$ cat config.mk
export PLATFORM = sky130hd
export DESIGN_NAME = qapm_div
export DESIGN_NICKNAME = d
export VERILOG_FILES = /design/src/sv/quad_attitude_pid_mixer_defines.svh /design/src/sv/qapm_pkg.sv /design/src/sv/qapm_div.sv
export SDC_FILE = /design/constraint.sdc
export NUM_CORES = 1
export LEC_CHECK = 0
export BUFFER_PORTS_ARGS = -buffer_cell sky130_fd_sc_hd__buf_2
export CAP_MARGIN = 20
export CORE_MARGIN = 10
export CORE_UTILIZATION = 40
export DETAILED_ROUTE_END_ITERATION = 10
export PLACE_DENSITY = 0.65
export SYNTH_ARGS = -nofsm -noshare
export SYNTH_HDL_FRONTEND = slang
export SYNTH_SLANG_ARGS = --single-unit
$ cat constraint.sdc
create_clock -name clk -period 7.9 [get_ports clk]
set_input_delay 1.185 -clock clk [delete_from_list [all_inputs] [get_ports clk]]
set_output_delay 1.185 -clock clk [all_outputs]
set_load 0.1 [all_outputs]
$ cat src/sv/quad_attitude_pid_mixer_defines.svh
// Assertion helpers for the top module of the attitude controller.
`ifndef QUAD_ATTITUDE_PID_MIXER_DEFINES_SVH
`define QUAD_ATTITUDE_PID_MIXER_DEFINES_SVH

// Same-cycle implication, checked outside reset.
`define QAPM_ASSERT_NOW(lbl, ante, cons, msg) \
  lbl: assert property (@(posedge clk) disable iff (!rst_n) (ante) |-> (cons)) \
    else $error(msg);

// Next-cycle implication, checked outside reset.
`define QAPM_ASSERT_NEXT(lbl, ante, cons, msg) \
  lbl: assert property (@(posedge clk) disable iff (!rst_n) (ante) |=> (cons)) \
    else $error(msg);

`endif

$ cat src/sv/qapm_pkg.sv
package qapm_pkg;

  localparam int LOOP_PERIOD_US_DEF = 2000;

  localparam logic [3:0] CFG_P_GAIN     = 4'd0;
  localparam logic [3:0] CFG_I_GAIN     = 4'd1;
  localparam logic [3:0] CFG_D_GAIN     = 4'd2;
  localparam logic [3:0] CFG_P_LIMIT    = 4'd3;
  localparam logic [3:0] CFG_I_LIMIT    = 4'd4;
  localparam logic [3:0] CFG_D_LIMIT    = 4'd5;
  localparam logic [3:0] CFG_INT_THRESH = 4'd6;
  localparam logic [3:0] CFG_CUT_THRESH = 4'd7;

  localparam int DIV_NW = 48;
  localparam int DIV_DW = 20;

  // The integration step divides by 10^6 = 64 * 15625. Every product is a multiple of 64, so the
  // step reduces to a rounded division by 15625, done as a multiply by a 2^43 reciprocal. The
  // reciprocal is exact for numerators below 2^29.
  localparam int INC_DIV   = 15625;
  localparam int INC_HALF  = 7812;
  localparam int INC_RECIP = 562949954;
  localparam int INC_SHIFT = 43;

  localparam logic [14:0] ANG_MAX  = 15'd25736;
  localparam logic signed [19:0] Z_NEG_START = 20'sd102944;

  typedef enum logic [1:0] {AC_IDLE, AC_SQRT, AC_CORDIC, AC_FIN} qapm_acos_st_t;

  typedef enum logic [3:0] {
    S_IDLE, S_SQ, S_ACOS_START, S_ACOS_WAIT, S_ERR_M, S_ERR, S_INC_M, S_INC_D,
    S_INC_W, S_SUM, S_IT, S_P, S_D, S_MIX, S_DONE
  } qapm_state_t;

  function automatic logic signed [15:0] sat_q(input logic signed [15:0] v);
    if (v > 16'sd16384) return 16'sd16384;
    if (v < -16'sd16384) return -16'sd16384;
    return v;
  endfunction

  function automatic logic [19:0] cordic_atan(input logic [3:0] i);
    case (i)
      4'd0: return 20'd51472;
      4'd1: return 20'd30386;
      4'd2: return 20'd16055;
      4'd3: return 20'd8150;
      4'd4: return 20'd4091;
      4'd5: return 20'd2047;
      4'd6: return 20'd1024;
      4'd7: return 20'd512;
      4'd8: return 20'd256;
      4'd9: return 20'd128;
      4'd10: return 20'd64;
      4'd11: return 20'd32;
      4'd12: return 20'd16;
      4'd13: return 20'd8;
      4'd14: return 20'd4;
      default: return 20'd2;
    endcase
  endfunction

endpackage

$ cat src/sv/qapm_div.sv
module qapm_div import qapm_pkg::*; (
  input  logic              clk,
  input  logic              rst_n,
  input  logic              start,
  input  logic [DIV_NW-1:0] dividend,
  input  logic [DIV_DW-1:0] divisor,
  output logic              busy,
  output logic [DIV_NW-1:0] quotient
);

  localparam int CW = $clog2(DIV_NW + 1);

  logic [CW-1:0]     cnt_r, cnt_nxt;
  logic [DIV_DW-1:0] rem_r, rem_nxt;
  logic [DIV_DW-1:0] dsr_r, dsr_nxt;
  logic [DIV_NW-1:0] quo_r, quo_nxt;
  logic [DIV_DW:0]   trial;

  always_comb begin
    cnt_nxt = cnt_r;
    rem_nxt = rem_r;
    dsr_nxt = dsr_r;
    quo_nxt = quo_r;
    trial   = {rem_r, quo_r[DIV_NW-1]};
    if (start) begin
      cnt_nxt = CW'(DIV_NW);
      rem_nxt = '0;
      dsr_nxt = divisor;
      quo_nxt = dividend;
    end else if (cnt_r != '0) begin
      cnt_nxt = cnt_r - 1'b1;
      if (trial >= {1'b0, dsr_r}) begin
        rem_nxt = DIV_DW'(trial - {1'b0, dsr_r});
        quo_nxt = {quo_r[DIV_NW-2:0], 1'b1};
      end else begin
        rem_nxt = trial[DIV_DW-1:0];
        quo_nxt = {quo_r[DIV_NW-2:0], 1'b0};
      end
    end
  end

  always_ff @(posedge clk) begin
    if (!rst_n) begin
      cnt_r <= '0;
    end else begin
      cnt_r <= cnt_nxt;
    end
    rem_r <= rem_nxt;
    dsr_r <= dsr_nxt;
    quo_r <= quo_nxt;
  end

  assign busy     = (cnt_r != '0);
  assign quotient = quo_r;

endmodule

# Word level (Yosys, flattened, before mapping)

Index checks and enable logic that the tools add are counted.
W data, S select, Z words.

Bits in registers: 94
Input port bits: 71
Output and inout bits: 49
Logic and storage cells: 18

$add $sub $neg: 2
Order comparisons: 1
Mux-type cells: 6
Bitwise gates (word level): 1
Reductions and logical operators: 3

Operators by type and width:

| kind                  | number |
|---|---|
| $mux W48              | 2 |
| $ge A21 B20 Y1        | 1 |
| $mux W20              | 1 |
| $sub A20 B20 Y20      | 1 |
| $mux W6               | 2 |
| $reduce_bool A6 Y1    | 1 |
| $sub A6 B1 Y6 const B | 1 |
| $reduce_bool A2 Y1    | 1 |
| $reduce_or A2 Y1      | 1 |
| $mux W1               | 1 |
| $not A1 Y1            | 1 |

# Logic depth before layout (Yosys ltp)

Gate-level depths: netlist (run 1).

Depth in word-level cells: 4
Mapped depth: 11
Mapped depth without buffers: 10

# Worst setup path after synthesis (run 1)

Ideal clock, no wire load.

Kind: input to register
Start point: input start
End point: register quo_r[0], in the netlist quotient[0] (enable)
Setup time: 0.402 ns
Data arrival time: 2.859 ns
Required time: 7.498 ns
Setup slack: 4.639 ns
Cell stages on the path: 4
Buffers on the path: 2
Cell sequence: clkbuf_1 -> buf_1 -> nor2_1 -> inv_1

Cells in the longest elaborated chain, start to end: 1

Ends and longest elaborated chain:

| item                         | RTL line       | text |
|---|---|---|
| start: declaration           | qapm_div.sv:4  | `input logic start,` |
| $reduce_bool A2 Y1 (no line) | n/a            |  |
| end signal: assignment       | qapm_div.sv:50 | `quo_r <= quo_nxt;` |
| end: declaration             | qapm_div.sv:16 | `logic [DIV_NW-1:0] quo_r, quo_nxt;` |

No other way between the ends.
A chain may end at the register's enable or synchronous reset.

# Final worst setup path (run 1)

Start point: register cnt_r[1]
End point: output busy

Cells in the longest elaborated chain, start to end: 1

Ends and longest elaborated chain:

| item                     | RTL line       | text |
|---|---|---|
| start: declaration       | qapm_div.sv:13 | `logic [CW-1:0] cnt_r, cnt_nxt;` |
| start signal: assignment | qapm_div.sv:46 | `cnt_r <= cnt_nxt;` |
| $reduce_bool A6 Y1       | qapm_div.sv:53 | `assign busy = (cnt_r != '0);` |
| end: declaration         | qapm_div.sv:7  | `output logic busy,` |

No other way between the ends.

==> results of run 1 <==
## state kept, by name, summed over array words and instances (netlist names)
signal	cells
dsr_r	20
rem_r	20
cnt_r	6
quotient	48
## cell usage in the layout (no fill, tap or decap), drive strengths merged, types with 2 or more instances in the layout
master,n
nor2b,9
nand2b,3
a41oi,3
buf,121
a31oi,4
a211oi,9
o311ai,6
a21oi,21
ha,22
nor2,27
o2111ai,2
dfxtp,26
o31ai,6
inv,33
a21o,7
xor2,3
edfxtp,68
a22o,2
xnor2,13
mux2,48
and4,2
nor4,3
or2,3
nand2,26
clkinv,4
mux2i,10
and3,6
nand3,11
o21a,2
and2,3
nor3,8
clkbuf,10
o21ai,16
## metal layers
metal  global-route usage  vias up  share of wire
li1                     -     1851              -
met1                0.174     1775           0.43
met2                0.218      167           0.43
met3               0.0751       25           0.11
met4               0.0698        2          0.026
met5                    0        -         0.0010
## stage by stage
stage          std cells  hold slack, ns  utilization  cell area, um^2
2_1_floorplan        433           0.446            -             5010
3_3_place_gp         706           0.469        0.473             5750
3_5_place_dp         706           0.473        0.473             5750
4_1_cts              722           0.483        0.495             6020
5_1_grt              722           0.527        0.495             6020
6_report             722           0.489        0.495             6020
## worst paths after layout
check                                           start                     end  slack [ns]  depth (start not counted)
worst max-delay path            cnt_r[1]$_SDFFE_PP0P_                    busy        4.30                          5
worst min register to register  rem_r[3]$_SDFFE_PP0P_   rem_r[3]$_SDFFE_PP0P_        0.49                          2
worst min-delay path            rem_r[3]$_SDFFE_PP0P_   rem_r[3]$_SDFFE_PP0P_        0.49                          2
worst max register to register  cnt_r[3]$_SDFFE_PP0P_  quotient[40]$_DFFE_PP_        4.51                          5
## worst reg2reg max path, cell delays in order, from the launching register on
cell and delay [ns]:
dfxtp_1 0.33, nor3_1 0.25, and3b_1 0.45, inv_1 0.43, nor2_1 0.82, inv_2 0.66
## power by group through the flow
stage	clock network (uW)	logic, uW	registers, uW
final	409	1270	753
after global routing	439	1360	772
after CTS	424	1270	753
after detailed placement	0	1270	760
after global placement	0	1250	760
after floorplan	0	630	1180
## final cells by class
| class | instances | area [um^2] |
|---|---|---|
| clock buffer | 10 | 229 |
| clock inverter | 6 | 45.0 |
| tap | 168 | 210 |
| inverter | 31 | 116 |
| timing repair buffer | 121 | 613 |
| fill | 1084 | 6140 |
| sequential | 94 | 2560 |
| multi-input combinational | 292 | 2250 |
## synthesized netlist by cell type, drive strengths merged (3+ instances only)
| cell type | n | area, um^2 |
|---|---|---|
| edfxtp | 68 | 2040 |
| mux2 | 48 | 541 |
| inv | 31 | 116 |
| nor2 | 27 | 101 |
| dfxtp | 26 | 521 |
| nand2 | 26 | 97.6 |
| ha | 22 | 275 |
| a21oi | 21 | 113 |
| o21ai | 16 | 80.1 |
| xnor2 | 13 | 114 |
| nand3 | 11 | 55.1 |
| buf | 10 | 66.3 |
| mux2i | 10 | 100 |
| a211oi | 9 | 87.6 |
| nor2b | 9 | 56.3 |
| nor3 | 8 | 40.0 |
| a21o | 7 | 52.6 |
| and3 | 6 | 47.5 |
| clkbuf | 6 | 22.5 |
| o311ai | 6 | 52.6 |
| o31ai | 6 | 45.0 |
| a31oi | 4 | 25.0 |
| a41oi | 3 | 26.3 |
| and2 | 3 | 21.3 |
| nand2b | 3 | 18.8 |
| nor4 | 3 | 18.8 |
| or2 | 3 | 18.8 |
| xor2 | 3 | 26.3 |
## kinds of logic (layout without fill, tap and decap cells)
kind of cell             count (synthesis)  in the layout  share of synthesized area
AND/OR/NAND/NOR                        106            106                      0.107
flip-flops                              94             94                      0.511
AO/OA/AOI/OAI                           89             89                      0.126
multiplexers                            58             58                      0.128
buffers and inverters                   47            168                     0.0409
adder cells (fa/ha/maj)                 23             23                     0.0589
XOR/XNOR                                16             16                     0.0279
==> metrics.md, run 1 <==
| Metric | Value |
|---|---|
| Pint | 1260 uW |
| Worst slew pin tran | 1.00 ns |
| Pwr/cell area | 405 nW/um^2 |
| Place WS | 4.47 ns |
| Leakage Power | 0.00261 uW |
| Post-synthesis sequential area ratio | 0.511 |
| CTS tree | yes |
| Sinks on Clock Net | 94 |
| Routability Congestion | 0.838 |
| Pwr Total | 2440 uW |
| Critical Path Start Type | flip-flop |
| Sequential share of power | 0.309 |
| Number of flops mapped to enable cells by yosys | 68 |
| Fmax | 0.278 GHz |
| #FFs+latches synth | 94 |
| Grt ovf | 0 |
| Fin. Hold Viols | 0 |
| Async SR Flop Fraction | 0 |
| Die ar. | 17400 um^2 |
| Port Buffers | 119 |
| Vias per cell | 5.29 |
| Comb power frac | 0.523 |
| Later-pin clock latency in the skew report | 0.35 ns |
| Setup TNS | 0 ns |
| Rel. slew slack | 0.329 |
| Most used cell, CP | inv_1 |
| Global-route wire length before repair | 20.8 mm |
| Aggregate global-route resource usage | 0.148 |
| Max_cap viols | 0 |
| Clock power frac | 0.168 |
| Final count of negative-setup-slack endpoints | 0 |
| CP arrival | 2.41 ns |
| Largest net degree at the start of global routing | 70 |
| Crit path largest cell delay | 0.56 ns |
| CP max-delay cell | inv_1 |
| Switch share | 0.484 |
| Outcome | complete, no violations |
| Vias | 3820 |
| Post-CTS Setup Bufs | 0 |
| RSZ-0062 raised after global routing | false |
| Share of cells above drive strength 1 | 0.361 |
| Syn Nets | 527 |
| VDD IR max | 0.219 mV |
| Vert. Die Dim | 132 um |
| Final worst path period need | 3.60 ns |
| Worst Path Required | 6.71 ns |
| Mapped cell area | 5010 um^2 |
| Unique masters post-synth | 58 |
| H-tree levels | 3 |
| Post-CTS Hold Buffers | 0 |
| Top_reg_cell synth | edfxtp_1 |
| DR iter-0 viols | 226 |
| Number of global-route vias before repair | 3927 |
| Yosys warning count | 0 |
| CTS Root Cell | clkbuf_16 |
| Num ports | 120 |
| PostCTS Resize Cnt | 0 |
| Row count | 40 |
| Routed WL per cell | 18.0 um |
| CTS Buffer Depth | 2 |
| 1st-pass router iterations | 4 |
| Setup Crit Path Kind | flip-flop to primary output |
| DIE WIDTH | 132 um |
| Hold Crit Class | flip-flop to flip-flop |
| P_sw | 1180 uW |
| Initial core utilization | 0.412 |
| Syn avg cell area | 11.6 um^2 |
| CTS Buf Count | 9 |
| Crit-path max FO | 21 |
| Layout area overhead | 20.1% |
| CORE AREA | 12200 um^2 |
| CP cell instances | inv_1 > ha_1 > and3b_1 > inv_1 > buf_2 |
| Syn Inst Count | 433 |
| Antenna viol nets, final | 0 |
| Crit share post-route | 0.455 |
| HPWL after DPL | 9.52 mm |
| CP bufs+invs | 3 |
| Final WS setup | 4.30 ns |
| Slew Viols, Final | 0 |
| # DRC | 0 |
| Worst-path clk slew | 0.07 ns |
| Top Family by Delay on Critical Path | buffers and inverters |
| Setup Skew | 0.00579 ns |
| Worst Setup End Kind | primary output |
| # nets final | 643 |
| Initial antenna violation count | 1 |
| Ant. Diodes | 0 |
| Drt total wl | 13.0 mm |
(Power assumes the default switching activity.)
==> run 2, diff against run 1 <==
--- a/config.mk
+++ b/config.mk
@@ -10,7 +10,7 @@
 export CORE_MARGIN = 10
 export CORE_UTILIZATION = 40
 export DETAILED_ROUTE_END_ITERATION = 10
-export PLACE_DENSITY = 0.65
+export PLACE_DENSITY = 0.68
 export SYNTH_ARGS = -nofsm -noshare
 export SYNTH_HDL_FRONTEND = slang
 export SYNTH_SLANG_ARGS = --single-unit
==> constraint.sdc (replaced) <==
create_clock -name clk -period 3.15 [get_ports clk]
set_input_delay 0.4725 -clock clk [delete_from_list [all_inputs] [get_ports clk]]
set_output_delay 0.4725 -clock clk [all_outputs]
set_load 0.1 [all_outputs]
==> run 2 against run 1 <==
Against the previous run:
- clock power grew to 2.7 times the previous value
- worst setup slack lost 4.1 ns
- final cell count increased by 0.97%
- cell area up 1.9%
- total power increased to 2.6 times the previous value
- combinational power rose to 2.6 times the previous value
- critical endpoint is now quotient[0]$_DFFE_PP_
- via count rose by 1.0%
- sequential cell count is the same
- sequential power increased by 150%
- critical path depth rose by 3
- highest routed layer unchanged
- sequential share of layout area is 0.79 points lower
==> metrics.md, run 2 (synthesized netlist as in run 1, its figures left out) <==
| Metric | Value |
|---|---|
| Pwr/cell area | 1020 nW/um^2 |
| Antenna viol nets, final | 0 |
| # DRC | 0 |
| Post-CTS Setup Bufs | 0 |
| Largest net degree at the start of global routing | 49 |
| CP max-delay cell | or4b_4 |
| Routability Congestion | 0.878 |
| PostCTS Resize Cnt | 0 |
| Critical Path Start Type | flip-flop |
| CTS Buffer Depth | 2 |
| CORE AREA | 12200 um^2 |
| H-tree levels | 3 |
| VDD IR max | 0.721 mV |
| Layout area overhead | 22.4% |
| Routed WL per cell | 18.1 um |
| WHS | 0.294 ns |
| # nets final | 650 |
| Later-pin clock latency in the skew report | 0.35 ns |
| Hold depth | 1 |
| Ant. Diodes | 0 |
| Port Buffers | 119 |
| Worst Setup End Kind | flip-flop |
| Rel. slew slack | 0.626 |
| Aggregate global-route resource usage | 0.150 |
| WHS Endpoint | dsr_r[18]$_DFFE_PP_ |
| Crit-path max FO | 13 |
| Initial core utilization | 0.412 |
| Worst reg-to-reg setup slack | 0.21 ns |
| CTS tree | yes |
| Cell count of the worst reg-to-reg path | 8 |
| Global-route wire length before repair | 21.2 mm |
| Vert. Die Dim | 132 um |
| Share of cells above drive strength 1 | 0.369 |
| CP cell instances | inv_1 > ha_1 > and3_4 > and2_4 > a211oi_2 > or4b_4 > a211o_4 > mux2_2 |
| Place WS | 0.247 ns |
| Leakage Power | 0.00266 uW |
| Sinks on Clock Net | 94 |
| Fin. Hold Viols | 0 |
| DIE WIDTH | 132 um |
| Slew Viols, Final | 0 |
| Fmax | 0.341 GHz |
| HPWL after DPL | 9.91 mm |
| 1st-pass router iterations | 4 |
| Worst Path Required | 3.25 ns |
| Setup Crit Path Kind | flip-flop to flip-flop |
| Worst slew pin tran | 0.555 ns |
| RSZ-0062 raised after global routing | false |
| Number of global-route vias before repair | 4046 |
| DR iter-0 viols | 154 |
| Row count | 40 |
| Drt total wl | 13.2 mm |
| CTS Root Cell | clkbuf_16 |
| Setup Skew | 0.0108 ns |
| Die ar. | 17400 um^2 |
| Outcome | complete, no violations |
| Initial antenna violation count | 1 |
| Max_cap viols | 0 |
| Commonest cells after routing, fill and taps aside | buf_2 (118), edfxtp_1 (68), mux2_2 (48), inv_1 (30), nor2_1 (27) |
| CP arrival | 3.03 ns |
| Min-delay src | divisor[18] |
| Worst-path clk slew | 0.07 ns |
| Final count of negative-setup-slack endpoints | 0 |
| Crit path largest cell delay | 0.51 ns |
| R2R Path Start | dsr_r[13]$_DFFE_PP_ |
| Final worst path period need | 2.94 ns |
| Hold Crit Class | input port to flip-flop |
| R2r endpoint | quotient[0]$_DFFE_PP_ |
| Num ports | 120 |
| Commonest non-fill, non-tap cell in the layout | buf_2 |
| Crit share post-route | 0.932 |
| Max reg flops | 48 |
| CTS Buf Count | 9 |
| Vias | 3860 |
| Grt ovf | 0 |
| Final WS setup | 0.214 ns |
| Post-CTS Hold Buffers | 0 |
| Vias per cell | 5.29 |
[run 2: cell count changes in the layout (fill, tap and decap cells not counted)]
cell / previous run / this run
buf_12: 0 / 2
clkinv_2: 2 / 0
bufinv_16: 0 / 1
clkinvlp_4: 0 / 1
clkinv_1: 0 / 1
a211o_1: 1 / 0
a211o_4: 0 / 1
clkbuf_8: 0 / 1
buf_4: 3 / 8
inv_6: 2 / 0
[run 2: how the worst max path moves through the flow]
stage / startpoint / end / slack (ns) / cells after the start
final: dsr_r[13]$_DFFE_PP_ / quotient[0]$_DFFE_PP_ / 0.21 / 8
after global routing: dsr_r[1]$_DFFE_PP_ / quotient[0]$_DFFE_PP_ / 0.08 / 8
after CTS: dsr_r[13]$_DFFE_PP_ / quotient[0]$_DFFE_PP_ / 0.23 / 8
after detailed placement: dsr_r[16]$_DFFE_PP_ / quotient[0]$_DFFE_PP_ / 0.25 / 8
after global placement: dsr_r[14]$_DFFE_PP_ / quotient[0]$_DFFE_PP_ / 0.33 / 8
after floorplan: quotient[47]$_DFFE_PP_ / quotient[0]$_DFFE_PP_ / -0.02 / 9
[run 2: stage by stage]
stage | setup TNS [ns] | power [uW] | utilization | cells | area, um^2
floorplan | -0.0232 | 4540 | - | 433 | 5020
finish | 0 | 6260 | 0.505 | 729 | 6140
detailed placement | 0 | 5150 | 0.480 | 713 | 5840
global route | 0 | 6610 | 0.505 | 729 | 6140
CTS | 0 | 6280 | 0.505 | 729 | 6140
global placement | 0 | 5100 | 0.480 | 713 | 5840
[run 2: area by class of cell]
cell class	instances	area, um^2
Clock buffer	11	243
Clock inverter	5	58.8
Fill cell	1099	6020
Inverter	31	116
Multi-Input combinational cell	292	2260
Sequential cell	94	2560
Tap cell	168	210
Timing Repair Buffer	128	691
[run 2: critical path: cells and delay by family, from the launching register on]
kind / cells / cell delay (ns)
compound gates: 2 / 0.72
fa+ha+maj: 1 / 0.38
buf+inv: 1 / 0.04
flops: 1 / 0.33
mux: 1 / 0.31
simple gates: 3 / 0.91
[run 2: report_power, final]
| group | switching (uW) | total, uW | internal, uW |
|---|---|---|---|
| Clock | 472 | 1110 | 637 |
| Combinational | 2290 | 3270 | 978 |
| Sequential | 195 | 1880 | 1680 |
| Total | 2960 | 6260 | 3300 |
[run 2: per-layer routing]
metal  track usage  wire, um  vias up
met5             0         7        -
li1              -         -     1860
met2         0.225      5770      149
met1         0.177      5600     1826
met3        0.0739      1560       23
met4        0.0649       267        2
==> run 3, diff against run 2 <==
--- a/config.mk
+++ b/config.mk
@@ -10,7 +10,8 @@
 export CORE_MARGIN = 10
 export CORE_UTILIZATION = 40
 export DETAILED_ROUTE_END_ITERATION = 10
-export PLACE_DENSITY = 0.68
+export PLACE_DENSITY = 0.62
+export SKIP_LAST_GASP = 1
 export SYNTH_ARGS = -nofsm -noshare
 export SYNTH_HDL_FRONTEND = slang
 export SYNTH_SLANG_ARGS = --single-unit
==> run 3 against run 2 <==
Against the previous run:
- sequential share of layout area increased by 0.15 points
- worst setup slack improved by 0.062 ns
- total power shrank 1.2%
- routed wire length is 2.7% lower
- largest power group unchanged
- highest routed layer is now met4
==> metrics.md, run 3 (synthesized netlist as in run 1, its figures left out) <==
| Metric | Value |
|---|---|
| Crit path largest cell delay | 0.51 ns |
| Rel. slew slack | 0.455 |
| Vias | 3812 |
| Drt total wl | 12.9 mm |
| Fin. Hold Viols | 0 |
| Sinks on Clock Net | 94 |
| CTS Root Cell | clkbuf_16 |
| Max_cap viols | 0 |
| Fmax | 0.348 GHz |
| WL met3 | 1.37 mm |
| CP cell instances | inv_1 > ha_1 > and3_4 > and2_4 > a211oi_2 > or4b_4 > a211o_4 > mux2_2 |
| VDD IR max | 0.881 mV |
| Setup TNS | 0 ns |
| Crit share post-route | 0.913 |
| Worst Path Required | 3.25 ns |
| PostCTS Resize Cnt | 0 |
| # DRC | 0 |
| CTS tree | yes |
| Worst Setup End Kind | flip-flop |
| Worst-path clk slew | 0.07 ns |
| Initial core utilization | 0.412 |
| M1 WL | 5.55 mm |
| Crit-path max FO | 13 |
| Final count of negative-setup-slack endpoints | 0 |
| Setup Crit Path Kind | flip-flop to flip-flop |
| Layout area overhead | 21.9% |
| Non-Filler Instances | 729 |
| CP max-delay cell | or4b_4 |
| CTS Buffer Depth | 2 |
| Share of cells above drive strength 1 | 0.371 |
| Post-CTS Hold Buffers | 0 |
| DIE WIDTH | 132 um |
| Top sig layer | met4 |
| Pwr/cell area | 1010 nW/um^2 |
| Initial antenna violation count | 1 |
| CP bufs+invs | 1 |
| CORE AREA | 12200 um^2 |
| Leakage Power | 0.00266 uW |
| HPWL after DPL | 9.64 mm |
| Grt ovf | 0 |
| Place WS | 0.297 ns |
| Row count | 40 |
| Placed cells | 712 |
| Worst slew pin tran | 0.815 ns |
| Largest net degree at the start of global routing | 49 |
| Slew Viols, Final | 0 |
| Routability Congestion | 0.863 |
| Later-pin clock latency in the skew report | 0.34 ns |
| # nets final | 649 |
| Top Family by Delay on Critical Path | simple AND/OR/NAND/NOR gates |
| Port Buffers | 119 |
| Aggregate global-route resource usage | 0.147 |
| Hold Crit Class | input port to flip-flop |
| Final WS setup | 0.276 ns |
| Final worst path period need | 2.87 ns |
| H-tree levels | 3 |
| Outcome | complete, no violations |
| DR iter-0 viols | 191 |
| Vias per cell | 5.23 |
| Commonest cells after routing, fill and taps aside | buf_2 (118), edfxtp_1 (68), mux2_2 (48), inv_1 (30), nor2_1 (27) |
| Fillers | 1101 |
| RSZ-0062 raised after global routing | false |
| CTS Buf Count | 9 |
| Post-CTS Setup Bufs | 0 |
| Global-route wire length before repair | 21.0 mm |
| Num ports | 120 |
| Antenna viol nets, final | 0 |
| 1st-pass router iterations | 4 |
| Commonest non-fill, non-tap cell in the layout | buf_2 |
| Max reg flops | 48 |
| Critical Path Start Type | flip-flop |
| Routed WL per cell | 17.6 um |
| Die ar. | 17400 um^2 |
| CP arrival | 2.97 ns |
| Setup Skew | 0.00622 ns |
| Fin util | 0.503 |
| Number of global-route vias before repair | 3989 |
| Vert. Die Dim | 132 um |
| Met2 WL | 5.77 mm |
==> run 3: changes by cell type in the layout (fill, tap and decap cells not counted) <==
cell,before,now
inv_6,0,2
clkinv_1,1,0
clkbuf_1,1,0
clkinvlp_4,1,0
clkinv_2,0,2
buf_4,8,7
bufinv_16,1,0
diode_2,0,1
==> run 3: power breakdown <==
part	leakage (uW)	internal (uW)	total (uW)	switching, uW
combinational	0.00160	976	3250	2280
sequential	0.000910	1680	1880	194
clock	0.000143	563	1050	486
total	0.00266	3220	6180	2960
==> run 3: path summary, 6_finish.rpt <==
kind / from / end / slack (ns) / cells after the start
setup reg to reg: dsr_r[15]$_DFFE_PP_ / quotient[0]$_DFFE_PP_ / 0.28 / 8
hold / removal: divisor[17] / dsr_r[17]$_DFFE_PP_ / 0.30 / 1
hold reg to reg: rem_r[6]$_SDFFE_PP0P_ / rem_r[6]$_SDFFE_PP0P_ / 0.49 / 2
setup / recovery: dsr_r[15]$_DFFE_PP_ / quotient[0]$_DFFE_PP_ / 0.28 / 8
==> run 3: stage by stage <==
stage / hold slack (ns) / cell area, um^2 / power (uW)
3_5_place_dp: 0.482 / 5830 / 5140
2_1_floorplan: 0.446 / 5020 / 4540
4_1_cts: 0.288 / 6110 / 6210
6_report: 0.298 / 6110 / 6180
3_3_place_gp: 0.468 / 5830 / 5120
5_1_grt: 0.289 / 6110 / 6550
==> run 3: cell type report <==
class                           count  area, um^2  share of cell area
Clock buffer                       10         239              0.0391
Clock inverter                      6        45.0             0.00737
Tap cell                          168         210              0.0344
Multi-Input combinational cell    292        2260               0.369
Timing Repair Buffer              127         683               0.112
Inverter                           31         116              0.0190
Antenna cell                        1        2.50            0.000409
Sequential cell                    94        2560               0.419
==> run 3: routing by layer <==
metal	up-vias	track usage
li1	1856	-
met1	1831	0.174
met2	114	0.226
met3	11	0.0777
met4	0	0.0420
met5	-	0
