[src/sv/quad_attitude_pid_mixer_defines.svh]
// Assertion helpers for the top module of the attitude controller.
`ifndef QUAD_ATTITUDE_PID_MIXER_DEFINES_SVH
`define QUAD_ATTITUDE_PID_MIXER_DEFINES_SVH

// Same-cycle implication, checked outside reset.
`define QAPM_ASSERT_NOW(lbl, ante, cons, msg) \
  lbl: assert property (@(posedge clk) disable iff (!rst_n) (ante) |-> (cons)) \
    else $error(msg);

// Next-cycle implication, checked outside reset.
`define QAPM_ASSERT_NEXT(lbl, ante, cons, msg) \
  lbl: assert property (@(posedge clk) disable iff (!rst_n) (ante) |=> (cons)) \
    else $error(msg);

`endif

[src/sv/qapm_pkg.sv]
package qapm_pkg;

  localparam int LOOP_PERIOD_US_DEF = 2000;

  localparam logic [3:0] CFG_P_GAIN     = 4'd0;
  localparam logic [3:0] CFG_I_GAIN     = 4'd1;
  localparam logic [3:0] CFG_D_GAIN     = 4'd2;
  localparam logic [3:0] CFG_P_LIMIT    = 4'd3;
  localparam logic [3:0] CFG_I_LIMIT    = 4'd4;
  localparam logic [3:0] CFG_D_LIMIT    = 4'd5;
  localparam logic [3:0] CFG_INT_THRESH = 4'd6;
  localparam logic [3:0] CFG_CUT_THRESH = 4'd7;

  localparam int DIV_NW = 48;
  localparam int DIV_DW = 20;

  // The integration step divides by 10^6 = 64 * 15625. Every product is a multiple of 64, so the
  // step reduces to a rounded division by 15625, done as a multiply by a 2^43 reciprocal. The
  // reciprocal is exact for numerators below 2^29.
  localparam int INC_DIV   = 15625;
  localparam int INC_HALF  = 7812;
  localparam int INC_RECIP = 562949954;
  localparam int INC_SHIFT = 43;

  localparam logic [14:0] ANG_MAX  = 15'd25736;
  localparam logic signed [19:0] Z_NEG_START = 20'sd102944;

  typedef enum logic [1:0] {AC_IDLE, AC_SQRT, AC_CORDIC, AC_FIN} qapm_acos_st_t;

  typedef enum logic [3:0] {
    S_IDLE, S_SQ, S_ACOS_START, S_ACOS_WAIT, S_ERR_M, S_ERR, S_INC_M, S_INC_D,
    S_INC_W, S_SUM, S_IT, S_P, S_D, S_MIX, S_DONE
  } qapm_state_t;

  function automatic logic signed [15:0] sat_q(input logic signed [15:0] v);
    if (v > 16'sd16384) return 16'sd16384;
    if (v < -16'sd16384) return -16'sd16384;
    return v;
  endfunction

  function automatic logic [19:0] cordic_atan(input logic [3:0] i);
    case (i)
      4'd0: return 20'd51472;
      4'd1: return 20'd30386;
      4'd2: return 20'd16055;
      4'd3: return 20'd8150;
      4'd4: return 20'd4091;
      4'd5: return 20'd2047;
      4'd6: return 20'd1024;
      4'd7: return 20'd512;
      4'd8: return 20'd256;
      4'd9: return 20'd128;
      4'd10: return 20'd64;
      4'd11: return 20'd32;
      4'd12: return 20'd16;
      4'd13: return 20'd8;
      4'd14: return 20'd4;
      default: return 20'd2;
    endcase
  endfunction

endpackage

[src/sv/qapm_acos.sv]
module qapm_acos import qapm_pkg::*; (
  input  logic               clk,
  input  logic               rst_n,
  input  logic               start,
  input  logic signed [15:0] c,
  input  logic [28:0]        rem,
  output logic               busy,
  output logic [14:0]        ang
);

  qapm_acos_st_t st_r, st_nxt;
  logic [28:0]        n_r, n_nxt, r_r, r_nxt, bit_r, bit_nxt, trial;
  logic signed [15:0] c_r, c_nxt;
  logic signed [25:0] x_r, x_nxt, y_r, y_nxt, dx, dy, s_ext, c_ext;
  logic signed [19:0] z_r, z_nxt, zc;
  logic [3:0]         i_r, i_nxt;
  logic [14:0]        ang_r, ang_nxt;
  logic [16:0]        zr;

  always_comb begin
    st_nxt  = st_r;
    n_nxt   = n_r;
    r_nxt   = r_r;
    bit_nxt = bit_r;
    c_nxt   = c_r;
    x_nxt   = x_r;
    y_nxt   = y_r;
    z_nxt   = z_r;
    i_nxt   = i_r;
    ang_nxt = ang_r;
    trial   = r_r + bit_r;
    s_ext   = {11'b0, r_r[14:0]};
    c_ext   = 26'(c_r);
    dx      = y_r >>> i_r;
    dy      = x_r >>> i_r;
    zc      = (z_r < 0) ? '0 : z_r;
    zr      = 17'((zc + 20'sd4) >>> 3);
    case (st_r)
      AC_IDLE: begin
        if (start) begin
          n_nxt   = rem;
          r_nxt   = '0;
          bit_nxt = 29'd1 << 28;
          c_nxt   = c;
          st_nxt  = AC_SQRT;
        end
      end
      AC_SQRT: begin
        if (bit_r == '0) begin
          // Square root done: seed the vectoring pass.
          if (c_r < 0) begin
            x_nxt = s_ext <<< 8;
            y_nxt = (-c_ext) <<< 8;
            z_nxt = Z_NEG_START;
          end else begin
            x_nxt = c_ext <<< 8;
            y_nxt = s_ext <<< 8;
            z_nxt = '0;
          end
          i_nxt  = '0;
          st_nxt = AC_CORDIC;
        end else begin
          if (n_r >= trial) begin
            n_nxt = n_r - trial;
            r_nxt = (r_r >> 1) + bit_r;
          end else begin
            r_nxt = r_r >> 1;
          end
          bit_nxt = bit_r >> 2;
        end
      end
      AC_CORDIC: begin
        if (y_r > 0) begin
          x_nxt = x_r + dx;
          y_nxt = y_r - dy;
          z_nxt = z_r + $signed(cordic_atan(i_r));
        end else begin
          x_nxt = x_r - dx;
          y_nxt = y_r + dy;
          z_nxt = z_r - $signed(cordic_atan(i_r));
        end
        i_nxt = i_r + 1'b1;
        if (i_r == 4'd15) st_nxt = AC_FIN;
      end
      AC_FIN: begin
        ang_nxt = (zr > {2'b0, ANG_MAX}) ? ANG_MAX : zr[14:0];
        st_nxt  = AC_IDLE;
      end
      default: st_nxt = AC_IDLE;
    endcase
  end

  always_ff @(posedge clk) begin
    if (!rst_n) begin
      st_r <= AC_IDLE;
    end else begin
      st_r <= st_nxt;
    end
    n_r   <= n_nxt;
    r_r   <= r_nxt;
    bit_r <= bit_nxt;
    c_r   <= c_nxt;
    x_r   <= x_nxt;
    y_r   <= y_nxt;
    z_r   <= z_nxt;
    i_r   <= i_nxt;
    ang_r <= ang_nxt;
  end

  assign busy = (st_r != AC_IDLE);
  assign ang  = ang_r;

endmodule

[config.mk]
export PLATFORM = sky130hd
export DESIGN_NAME = qapm_acos
export DESIGN_NICKNAME = d
export VERILOG_FILES = /design/src/sv/quad_attitude_pid_mixer_defines.svh /design/src/sv/qapm_pkg.sv /design/src/sv/qapm_acos.sv
export SDC_FILE = /design/constraint.sdc
export NUM_CORES = 1
export LEC_CHECK = 0
export ABC_AREA = 1
export BUFFER_PORTS_ARGS = -buffer_cell sky130_fd_sc_hd__buf_2
export CAP_MARGIN = 20
export CORE_MARGIN = 3
export CORE_UTILIZATION = 45
export DETAILED_ROUTE_END_ITERATION = 6
export REMOVE_ABC_BUFFERS = 1
export SETUP_SLACK_MARGIN = 0.15
export SLEW_MARGIN = 20
export SYNTH_ARGS = -nofsm -noshare
export SYNTH_HDL_FRONTEND = slang
export SYNTH_SLANG_ARGS = --single-unit
[constraint.sdc]
create_clock -name clk -period 4.85 [get_ports clk]
set_input_delay 0.7275 -clock clk [delete_from_list [all_inputs] [get_ports clk]]
set_output_delay 0.7275 -clock clk [all_outputs]
set_load 0.02 [all_outputs]
; Yosys cells after proc, flatten, opt, wreduce, memory -nomap -nowiden
; Memory sizes are Yosys's and may differ from the RTL's. A register that Yosys moved wholly into a read port is not among the register bits.
; Cells that the tools add are included.
; W data, S select, Z words.
[word_totals]
mem_bits_ro = 512
regBits = 196
input_bits = 48
memories = 2
word_cells = 86
[mem_list]
columns = name, depth, width, rd, rd_clocked_by_memory_dff, wr, line
row1 = (name not given), 16, 16, 1, 1, 0, qapm_pkg.sv:42  ; case (i)
row2 = (name not given), 16, 16, 1, 1, 0, qapm_pkg.sv:42
[op_classes]
n_shift = 2
n_reduce_logical = 10
add_sub_neg = 12
n_mux = 36
n_lt_le_gt_ge = 5
n_eq_ne = 9
[op_table]
columns = operator, count
row1 = $mux W29, 8
row2 = $pmux W29 S2, 3
row3 = $mux W26, 6
row4 = $mux W20, 7
row5 = $pmux W26 S2, 2
row6 = $add A26 B26 Y26, 2
row7 = $sshr A26 B4 Y26, 2
row8 = $sub A26 B26 Y26, 2
row9 = $pmux W20 S2, 1
row10 = $add A28 B29 Y29, 1
row11 = $add A29 B29 Y29, 1
row12 = $ge A29 B29 Y1, 1
row13 = $logic_not A29 Y1, 1
row14 = $sub A29 B29 Y29, 1
row15 = $gt A26 B1 Y1 const B, 1
row16 = $add A20 B20 Y20, 1
row17 = $add A20 B4 Y20 const B, 1
row18 = $lt A20 B1 Y1 const B, 1
row19 = $sub A20 B20 Y20, 1
row20 = $neg A16 Y18, 1
row21 = $gt A17 B15 Y1 const B, 1
row22 = $mux W17, 1
row23 = $lt A16 B1 Y1 const B, 1
row24 = $mux W4, 3
row25 = other kinds (13), 24

; Longest topological paths before layout
; Gate-level depths: netlist of the first run.
[depth]
word_depth = 6
depth_mapped = 31

; Least setup slack after synthesis of the first run
; No wires, ideal clock.
[synth_timing]
path_kind = reg-to-reg
startpoint = reg bit_r[14]
endpoint = reg n_r[0], enable pin
slack_ns = -0.082
stages_incl_launch_ff = 25
arrival_time_ns = 4.517
synth_period_minus_slack_ns = 4.932
setup_time_ns = 0.415
path_buffers = 1
path_cell_list = edfxtp_1 > ha_1 > nand2_1 > o21ai_0 > nand2_1 > o21ai_0 > a21oi_1 > nand2_1 > nand2_1 > o21ai_0 > nand2_1 > a21oi_1 > xnor2_1 > ha_1 > nand2_1 > inv_1 > nand3_1 > inv_1 > nand4_1 > inv_1 > nand4_1 > o2111ai_4 > nor2_4 > buf_2 > nor2_1
[synth_via]
elab_chain_len = 4
elab_cells_between_ends = 6
cone_classes = add/sub: 1 / order compare: 1 / eq/ne: 2 / reduce/logical: 2
[synth_lines]
columns = item, line
row1 = from (decl), qapm_acos.sv:12  ; logic [28:0] n_r, n_nxt, r_r, r_nxt, bit_r, bit_nxt, trial;
row2 = from (signal assigned), qapm_acos.sv:101  ; bit_r <= bit_nxt;
row3 = $add A29 B29 Y29, qapm_acos.sv:31  ; trial = r_r + bit_r;
row4 = $ge A29 B29 Y1, qapm_acos.sv:63  ; if (n_r >= trial) begin
row5 = $ne A2 B2 Y1 (no source line), -
row6 = $reduce_and A4 Y1 (no source line) *, -
row7 = to (signal assigned), qapm_acos.sv:99  ; n_r <= n_nxt;
row8 = to (decl), qapm_acos.sv:12
; Every way passes the cells marked *; elsewhere a longest branch is shown, timed or not.
; A chain may end at the register's enable or synchronous reset.

; Final worst setup path of the first run
[layout_timing]
startpoint = reg y_r[7]
endpoint = reg y_r[18], data pin
[layout_via]
elab_chain_len = 3
elab_cells_between_ends = 5
cone_classes = add/sub: 2 / order compare: 1 / mux: 2
[layout_lines]
columns = item, line
row1 = from (decl), qapm_acos.sv:14  ; logic signed [25:0] x_r, x_nxt, y_r, y_nxt, dx, dy, s_ext, c_ext;
row2 = from (signal assigned), qapm_acos.sv:104  ; y_r <= y_nxt;
row3 = $add A26 B26 Y26 (tied with other cells), qapm_acos.sv:79  ; y_nxt = y_r + dy;
row4 = $mux W26 *, qapm_acos.sv:73  ; if (y_r > 0) begin
row5 = $pmux W26 S2 *, qapm_acos.sv:38  ; case (st_r)
row6 = net y_nxt[18], qapm_acos.sv:14
; The timed path passes the listed nets; every way through them passes the cells marked *.

==> impl_metrics.env, run 1 <==
export IMPL_die_h_um=217
export IMPL_ys_ff_latch=198
export IMPL_finalCritPeriodShare_pct=90.2
export IMPL_core_area_um2=43600
export IMPL_worstPathCellList="or2_2 -> nor4_1 -> buf_4 -> nand4_1 -> nor2_1 -> nor2_2 -> clkinvlp_4 -> nor2_1 -> xnor2_1 -> ha_1 -> nand2_1 -> nand2_1 -> o21ai_0 -> o21ai_0 -> nand2_1 -> o21ai_0 -> buf_4 -> nand2_1 -> nand3_1 -> a21o_1 -> a21oi_1 -> o21ai_1 -> nand2_1"
export IMPL_drv_cap=0
export IMPL_worstSetupStartpointType="flip-flop"
export IMPL_crit_slowest_cell="edfxtp_1"
export IMPL_yosysSeqAreaShare_pct=28.7
export IMPL_fin_nets=3210
export IMPL_worstPathMaxFanout=6
export IMPL_synth_top_cell_area_share_pct=26.9
export IMPL_antenna_cells=0
export IMPL_cts_buffers=17
export IMPL_drt_wl_total_mm=65.5
export IMPL_grt_pass1_vias=18900
export IMPL_die_w_um=217
export IMPL_area_growth_pct=9.10
export IMPL_post_synth_top_count_cell="nand2_1"
export IMPL_initial_utilization_pct=46.1
export IMPL_synth_ff_type="edfxtp_1"
export IMPL_clock_path_buffers=2
export IMPL_fin_crit_ns=4.37
export IMPL_netlist_area_um2=20100
export IMPL_avgViaCountPerCell=5.64
export IMPL_utilization_pct=50.3
export IMPL_grt_max_degree=53
export IMPL_fill_cells=4449
export IMPL_firstDrtPassIters=7
export IMPL_grt_usage_pct=27.6
export IMPL_hold_viol_final=0
export IMPL_endpoint_kind="flip-flop"
export IMPL_drtAntennaViolNets=0
export IMPL_worstMarginPinSlew_ns=1.04
export IMPL_grt_pass1_wl_mm=103
export IMPL_min_path_type="primary input to flip-flop"
export IMPL_synth_area_per_cell_um2=6.82
export IMPL_drv_slew=0
export IMPL_tns_ns=0
export IMPL_drive_above_1_share_pct=8.04
export IMPL_synth_edf_count=180
export IMPL_slew_headroom_pct=30.5
export IMPL_dp_hpwl_mm=51.7
export IMPL_design_die_area_um2=47300
export IMPL_cts_tree="built"
export IMPL_rows=76
export IMPL_crit_type="flip-flop to flip-flop"
export IMPL_antenna_found_initial=1
export IMPL_yosysUniqueCellTypes=63
export IMPL_ys_top_cells_by_count="nand2_1, nand3_1, inv_1"
export IMPL_clock_skew_final_ns=0.0182
export IMPL_max_stage_delay_ns=0.50
export IMPL_synth_warnings=0
export IMPL_cts_hold_buffers=0
export IMPL_clk_pin_slew_ns=0.08
export IMPL_post_drt_wl_per_cell_um=18.1
export IMPL_violations="design-rule violations"
export IMPL_htreeDepth=4
export IMPL_path_common_cell="nand2_1"
export IMPL_vias=20300
export IMPL_fmax_ghz=0.229
export IMPL_async_reset_ff_share_pct=0
export IMPL_rsz0062_at_grt="no"
export IMPL_io_buffer_count=63
export IMPL_synth_cells=2947
export IMPL_io_pins=64
export IMPL_stdcell_count=3609
export IMPL_synth_largest_area_cell="edfxtp_1"
export IMPL_worstPathArrival_ns=4.61
export IMPL_yosys_top_cells_area="edfxtp_1, nand2_1, ha_1"
export IMPL_drc=2
export IMPL_clockRootBuffer="clkbuf_16"
export IMPL_place_congestion=0.971
export IMPL_insertion_delay_ns=0.50
export IMPL_finalSetupViolCount=0
export IMPL_status="complete, but fails checks"
export IMPL_required_ns=5.09
export IMPL_grt_overflow=0
export IMPL_drtIter0Drc=1937
export IMPL_numClockSinks=198
export IMPL_place_inst=3568
==> critical path, delay by kind of cell (launching register included) <==
kind                     cells  cell delay [ns]
AND/OR/NAND/NOR             12             1.55
buffers and inverters        3             0.59
XOR/XNOR                     1             0.13
adder cells (fa/ha/maj)      1             0.33
flip-flops                   1             0.50
AO/OA/AOI/OAI                6             1.02
==> state kept, by name, summed over array words and instances (netlist names), named ones only <==
| signal | count |
|---|---|
| x_r | 26 |
| st_r | 2 |
| ang | 15 |
| bit_r | 15 |
| n_r | 29 |
| c_r | 16 |
| i_r | 4 |
| z_r | 20 |
| y_r | 26 |
| r_r | 29 |
==> metal layers <==
layer	part of all wire (%)	global-route usage, %	vias up
li1	-	-	10100
met2	45	43.6	726
met1	46	38.7	9434
met4	2.0	7.65	2
met3	7.3	4.90	90
met5	0.020	0	-
==> cell families after synthesis <==
group / Yosys count / share of synthesized area [%]
buffers and inverters: 368 / 7.57
flip-flops: 198 / 28.7
AO/OA/AOI/OAI: 550 / 15.4
XOR/XNOR: 147 / 6.40
AND/OR/NAND/NOR: 1533 / 32.4
adder cells (fa/ha/maj): 151 / 9.55
==> placed cells by master (no fill, tap or decap), types with 7 or more instances in the layout <==
cell       count
nor4_1         9
o21a_1        13
ha_1         144
xor2_1        85
nand3_1      305
o21ai_1        9
inv_1        272
nand2_1      824
nor2_2        14
buf_2         63
o21ai_2        9
buf_4         60
o21bai_1      16
a21oi_1      204
xnor2_1       62
o21ai_0      209
nor3_1        39
o211ai_1      14
nor2_1       267
edfxtp_1     180
clkbuf_16     18
a31oi_1       17
dfxtp_1       18
a21oi_2        7
a21o_1         9
nand4_1       34
==> metrics by stage <==
stage                     hold slack [ns]  setup WS, ns  area [µm²]
final                               0.395         0.477       21900
after detailed placement            0.540        -0.151       21200
after CTS                           0.361         0.187       21800
after global routing                0.374         0.142       21900
after floorplan                     0.490         -1.61       19600
after global placement              0.510        -0.115       21200
==> worst paths after layout <==
check / from / endpoint / slack (ns) / cells after the start
max: y_r[7] / y_r[18] / 0.48 / 23
min reg2reg: st_r[1] / st_r[1] / 0.55 / 2
min: c[0] / c_r[0] / 0.40 / 1
max reg2reg: y_r[7] / y_r[18] / 0.48 / 23
==> what timing repair did <==
action	in CTS	in global routing
setup endpoints to repair	46	73
pin swaps	0	1
setup buffers	0	9
resized for setup	4	27
==> layout make-up <==
class                      instances  area, µm²  share of cell area, %
clock buffer                      21        462                   2.10
clock inverter                    11        111                  0.508
inverter                         282       1070                   4.87
multi-input combinational       2381      12900                   58.8
sequential                       198       5770                   26.3
tap                              585        732                   3.34
timing repair buffer             131        895                   4.08
Power of run 1 is not shown: default switching activity piles up to over one toggle a cycle in this logic, so the estimate is an artifact.
==> run 2, diff against run 1 <==
--- a/config.mk
+++ b/config.mk
@@ -5,7 +5,6 @@
 export SDC_FILE = /design/constraint.sdc
 export NUM_CORES = 1
 export LEC_CHECK = 0
-export ABC_AREA = 1
 export BUFFER_PORTS_ARGS = -buffer_cell sky130_fd_sc_hd__buf_2
 export CAP_MARGIN = 20
 export CORE_MARGIN = 3
==> impl_metrics.env, run 2 <==
export IMPL_drc=0
export IMPL_setup_ws_ns=-0.321
export IMPL_io_buffer_count=63
export IMPL_vias=18700
export IMPL_cts_buffers=17
export IMPL_drv_slew=0
export IMPL_ys_top_cells_by_count="nor2_1, nand2_1, a21oi_1"
export IMPL_area_growth_pct=32.9
export IMPL_grt_usage_pct=26.3
export IMPL_ys_ff_latch=198
export IMPL_path_common_cell="mux2_4"
export IMPL_numClockSinks=198
export IMPL_firstDrtPassIters=5
export IMPL_worstMarginPinSlew_ns=0.861
export IMPL_cts_tree="built"
export IMPL_crit_slowest_cell="mux4_2"
export IMPL_fin_crit_ns=5.17
export IMPL_worstPathMaxFanout=6
export IMPL_synth_edf_count=180
export IMPL_drive_above_1_share_pct=33.8
export IMPL_stdcell_count=3214
export IMPL_status="complete, but fails checks"
export IMPL_fin_nets=2823
export IMPL_slew_headroom_pct=42.6
export IMPL_crit_type="flip-flop to flip-flop"
export IMPL_dpl_cell_area_um2=23400
export IMPL_mostFrequentLayoutCell="buf_4"
export IMPL_finalCritPeriodShare_pct=107
export IMPL_worstSetupStartpointType="flip-flop"
export IMPL_clock_skew_final_ns=0.0186
export IMPL_grt_pass1_wl_mm=96.6
export IMPL_yosys_top_cells_area="edfxtp_1, ha_1, xnor2_1"
export IMPL_worstPathCellList="buf_12 -> buf_6 -> mux2_4 -> mux4_2 -> mux2_4 -> or2_4 -> nor4b_4 -> and3_4 -> nor2_1 -> xnor2_1 -> ha_1 -> a21o_1 -> a2111o_1 -> o211ai_1 -> o21ai_2 -> o41ai_2 -> buf_4 -> xor2_1 -> o21ai_1"
export IMPL_required_ns=5.09
export IMPL_post_synth_top_count_cell="nor2_1"
export IMPL_avgViaCountPerCell=5.81
export IMPL_layout_common_cells="buf_4, nand2_1, nor2_1"
export IMPL_min_path_type="primary input to flip-flop"
export IMPL_place_ws_ns=-0.463
export IMPL_place_congestion=0.970
export IMPL_grt_overflow=0
export IMPL_rows=75
export IMPL_synth_area_per_cell_um2=9.03
export IMPL_dp_hpwl_mm=47.7
export IMPL_fill_cells=3673
export IMPL_clock_path_buffers=2
export IMPL_synth_ff_type="edfxtp_1"
export IMPL_synth_cells=2164
export IMPL_finalInstanceArea_um2=26000
export IMPL_yosysSeqAreaShare_pct=29.5
export IMPL_hold_viol_final=0
export IMPL_place_inst=3120
export IMPL_synth_warnings=0
export IMPL_violations="negative setup slack"
export IMPL_initial_utilization_pct=46.1
export IMPL_drt_wl_total_mm=64.0
export IMPL_drtIter0Drc=1381
export IMPL_max_stage_delay_ns=0.50
export IMPL_grt_pass1_vias=17900
export IMPL_die_w_um=214
export IMPL_design_die_area_um2=46000
export IMPL_grt_max_degree=66
export IMPL_clk_pin_slew_ns=0.09
export IMPL_clockRootBuffer="clkbuf_16"
export IMPL_async_reset_ff_share_pct=0
export IMPL_rsz0062_at_grt="yes"
export IMPL_largest_registers="n_r x29, r_r x29"
export IMPL_endpoint_kind="flip-flop"
export IMPL_insertion_delay_ns=0.50
export IMPL_netlist_area_um2=19500
export IMPL_io_pins=64
export IMPL_yosysUniqueCellTypes=88
export IMPL_fmax_ghz=0.193
export IMPL_htreeDepth=4
export IMPL_drv_cap=0
export IMPL_worstPathArrival_ns=5.41
export IMPL_synth_largest_area_cell="edfxtp_1"
export IMPL_finalSetupViolCount=14
export IMPL_die_h_um=214
export IMPL_core_area_um2=42400
export IMPL_synth_top_cell_area_share_pct=27.7
export IMPL_antenna_found_initial=1
export IMPL_post_drt_wl_per_cell_um=19.9
export IMPL_drtAntennaViolNets=0
==> run 2: changes by cell type after synthesis, moves of 50 or more <==
cell,before,now
mux2i_1,0,71
xnor2_1,62,112
nand2_1,824,197
nor2_1,272,198
inv_1,274,47
o21ai_0,213,144
nand3_1,306,31
mux2_2,0,53
a21o_1,9,65
==> run 2: area by class of cell <==
| class | instances | area (µm²) | area share [%] |
|---|---|---|---|
| inverter | 50 | 191 | 0.737 |
| clock buffer | 17 | 425 | 1.64 |
| clock inverter | 14 | 168 | 0.645 |
| sequential | 198 | 5770 | 22.2 |
| multi-input combinational | 1815 | 14400 | 55.3 |
| timing repair buffer | 542 | 4350 | 16.7 |
| antenna | 1 | 2.50 | 0.00963 |
| tap | 577 | 722 | 2.78 |
==> run 2: cell families after synthesis <==
| group | Yosys count | synth area share (%) |
|---|---|---|
| simple gates | 703 | 17.6 |
| compound gates | 588 | 18.6 |
| xor+xnor | 203 | 9.14 |
| flops | 198 | 29.5 |
| mux | 170 | 11.9 |
| buf+inv | 151 | 3.36 |
| fa+ha+maj | 151 | 9.82 |
==> run 2: final timing paths <==
kind	from	end	slack (ns)	cells after the start
max	i_r[1]	y_r[23]	-0.32	19
min	c[1]	c_r[1]	0.41	1
max reg2reg	i_r[1]	y_r[23]	-0.32	19
min reg2reg	st_r[0]	st_r[0]	0.59	1
==> run 2: worst max-delay path: cells and delay by family (launching register included) <==
kind / cells / cell delay (ns)
xor+xnor: 2 / 0.27
flops: 1 / 0.43
compound gates: 6 / 1.45
fa+ha+maj: 1 / 0.32
buf+inv: 3 / 0.46
simple gates: 4 / 0.90
mux: 3 / 1.08
==> run 2: repair_timing <==
action	4_1_cts	5_1_grt
gates cloned	3	6
pin swaps	38	112
endpoints found under the setup margin	87	98
hold buffers	0	0
resized for setup	82	254
setup buffers	20	34
==> run 2: routing by layer <==
metal	wire length [µm]	global-route usage, %
met5	0	0
met4	2240	8.69
met3	3360	4.52
met2	30500	44.3
met1	27900	34.3
==> run 2: per-stage QoR <==
| stage | hold WS, ns | setup TNS [ns] | util (%) |
|---|---|---|---|
| detailed placement | 0.575 | -20.64 | 55.2 |
| CTS | 0.363 | -1.46 | 57.9 |
| finish | 0.408 | -2.09 | 61.2 |
| global placement | 0.555 | -10.42 | 55.2 |
| floorplan | 0.527 | -112.88 | - |
| global route | 0.384 | -5.01 | 61.2 |
Power of run 2 is left out for the same reason.
==> run 3, diff against run 2 <==
--- a/config.mk
+++ b/config.mk
@@ -10,6 +10,7 @@
 export CORE_MARGIN = 3
 export CORE_UTILIZATION = 45
 export DETAILED_ROUTE_END_ITERATION = 6
+export PLACE_DENSITY_LB_ADDON = 0.1
 export REMOVE_ABC_BUFFERS = 1
 export SETUP_SLACK_MARGIN = 0.15
 export SLEW_MARGIN = 20
==> impl_metrics.env, run 3 (synthesis gave the netlist of run 2 again) <==
export IMPL_grt_pass1_vias=18400
export IMPL_avgViaCountPerCell=5.73
export IMPL_clock_path_buffers=2
export IMPL_mostFrequentLayoutCell="buf_4"
export IMPL_vias=18800
export IMPL_min_path_type="primary input to flip-flop"
export IMPL_fmax_ghz=0.195
export IMPL_cts_hold_buffers=0
export IMPL_finalCritPeriodShare_pct=106
export IMPL_insertion_delay_ns=0.51
export IMPL_core_area_um2=42400
export IMPL_design_die_area_um2=46000
export IMPL_finalSetupViolCount=14
export IMPL_clockRootBuffer="clkbuf_16"
export IMPL_die_h_um=214
export IMPL_cts_tree="built"
export IMPL_dp_hpwl_mm=46.7
export IMPL_endpoint="y_r[22]"
export IMPL_post_drt_wl_per_cell_um=19.7
export IMPL_grt_overflow=0
export IMPL_tns_ns=-2.05
export IMPL_fin_nets=2882
export IMPL_drtIter0Drc=1343
export IMPL_clk_pin_slew_ns=0.08
export IMPL_drv_cap=0
export IMPL_antenna_found_initial=0
export IMPL_fin_crit_ns=5.13
export IMPL_violations="negative setup slack"
export IMPL_status="complete, but fails checks"
export IMPL_rrSetupSlack_ns=-0.28
export IMPL_drt_wl_total_mm=64.5
export IMPL_die_w_um=214
export IMPL_rows=75
export IMPL_firstDrtPassIters=6
export IMPL_drv_slew=0
export IMPL_grt_max_degree=65
export IMPL_drc=0
export IMPL_io_pins=64
export IMPL_layout_common_cells="buf_4, edfxtp_1, nor2_1, nand2_1, a21oi_1"
export IMPL_drtAntennaViolNets=0
export IMPL_worstPathMaxFanout=10
export IMPL_hold_viol_final=0
export IMPL_worstMarginPinSlew_ns=0.949
export IMPL_area_growth_pct=36.6
export IMPL_slew_headroom_pct=36.7
export IMPL_rsz0062_at_grt="yes"
export IMPL_startpoint="i_r[1]"
export IMPL_drive_above_1_share_pct=36.3
export IMPL_htreeDepth=4
export IMPL_clock_skew_final_ns=0.0155
export IMPL_hold_start="c[5]"
export IMPL_grt_pass1_wl_mm=97.8
export IMPL_required_ns=5.09
export IMPL_worstPathArrival_ns=5.38
export IMPL_io_buffer_count=63
export IMPL_reg2reg_depth=23
export IMPL_worstSetupStartpointType="flip-flop"
export IMPL_numClockSinks=198
export IMPL_rr_endpoint="y_r[22]"
export IMPL_place_congestion=0.931
export IMPL_largest_registers="n_r x29, r_r x29"
export IMPL_r2r_start="i_r[1]"
export IMPL_crit_type="flip-flop to flip-flop"
export IMPL_cts_buffers=17
export IMPL_setup_ws_ns=-0.284
export IMPL_endpoint_kind="flip-flop"
export IMPL_grt_usage_pct=26.5
export IMPL_antenna_cells=0
export IMPL_initial_utilization_pct=46.1
[run 3: cell count changes in the layout (fill, tap and decap cells not counted), sizes merged]
cell      change
bufbuf        +2
buf          +56
clkbuf        +1
inv           -3
clkinv        +1
clkinvlp      +3
diode         -1
[run 3: worst min-delay path by stage]
| stage | end | cells past startpoint | slack (ns) |
|---|---|---|---|
| finish | c_r[5] | 1 | 0.39 |
| global route | c_r[0] | 1 | 0.37 |
| CTS | c_r[15] | 1 | 0.36 |
| detailed placement | st_r[0] | 1 | 0.59 |
| global placement | st_r[0] | 1 | 0.56 |
| floorplan | st_r[0] | 1 | 0.53 |
[run 3: final cells by class]
class / instances / area [µm²]
repair buffers: 601 / 4890
flip-flops and latches: 198 / 5770
multi-input cells: 1815 / 14500
clock buffers: 17 / 425
fillers: 3598 / 15700
well taps: 577 / 722
inverters: 50 / 193
clock inverters: 15 / 174
[run 3: metrics by stage]
step / util [%] / setup slack, ns / cells / hold WS (ns) / area [µm²]
global placement: 55.4 / -0.535 / 3132 / 0.564 / 23500
finish: 63.0 / -0.284 / 3273 / 0.387 / 26700
detailed placement: 55.4 / -0.601 / 3132 / 0.587 / 23500
floorplan: - / -2.26 / 2063 / 0.527 / 19100
CTS: 59.2 / -0.301 / 3222 / 0.357 / 25100
global route: 63.0 / -0.495 / 3273 / 0.373 / 26700
[run 3: routing by layer]
metal / part of all wire (%) / track usage [%]
met5: 0 / 0
met3: 4.3 / 3.49
met4: 4.4 / 12.5
met2: 48 / 43.9
met1: 44 / 34.5
[run 3: worst max-delay path, cell delays in order (launching register included)]
cell       delay [ns]
edfxtp_1         0.43
buf_12           0.17
bufbuf_16        0.27
buf_8            0.14
mux2_4           0.32
mux2i_4          0.19
mux2i_2          0.12
o31a_1           0.40
nor4b_4          0.38
and3_4           0.28
buf_6            0.12
and2_1           0.13
nor3_1           0.05
a21oi_1          0.11
a21oi_1          0.08
ha_1             0.32
and2_4           0.16
a31o_4           0.20
a41o_1           0.23
o41ai_2          0.22
buf_4            0.18
o21ba_4          0.12
xor2_1           0.15
mux2i_1          0.08
[run 3: repair_timing]
action | CTS | global route
buffers inserted | 56 | 45
resized for setup | 141 | 263
cloned | 2 | 8
pin swaps | 98 | 139
endpoints found under the setup margin | 90 | 98
Power of run 3 is left out for the same reason.
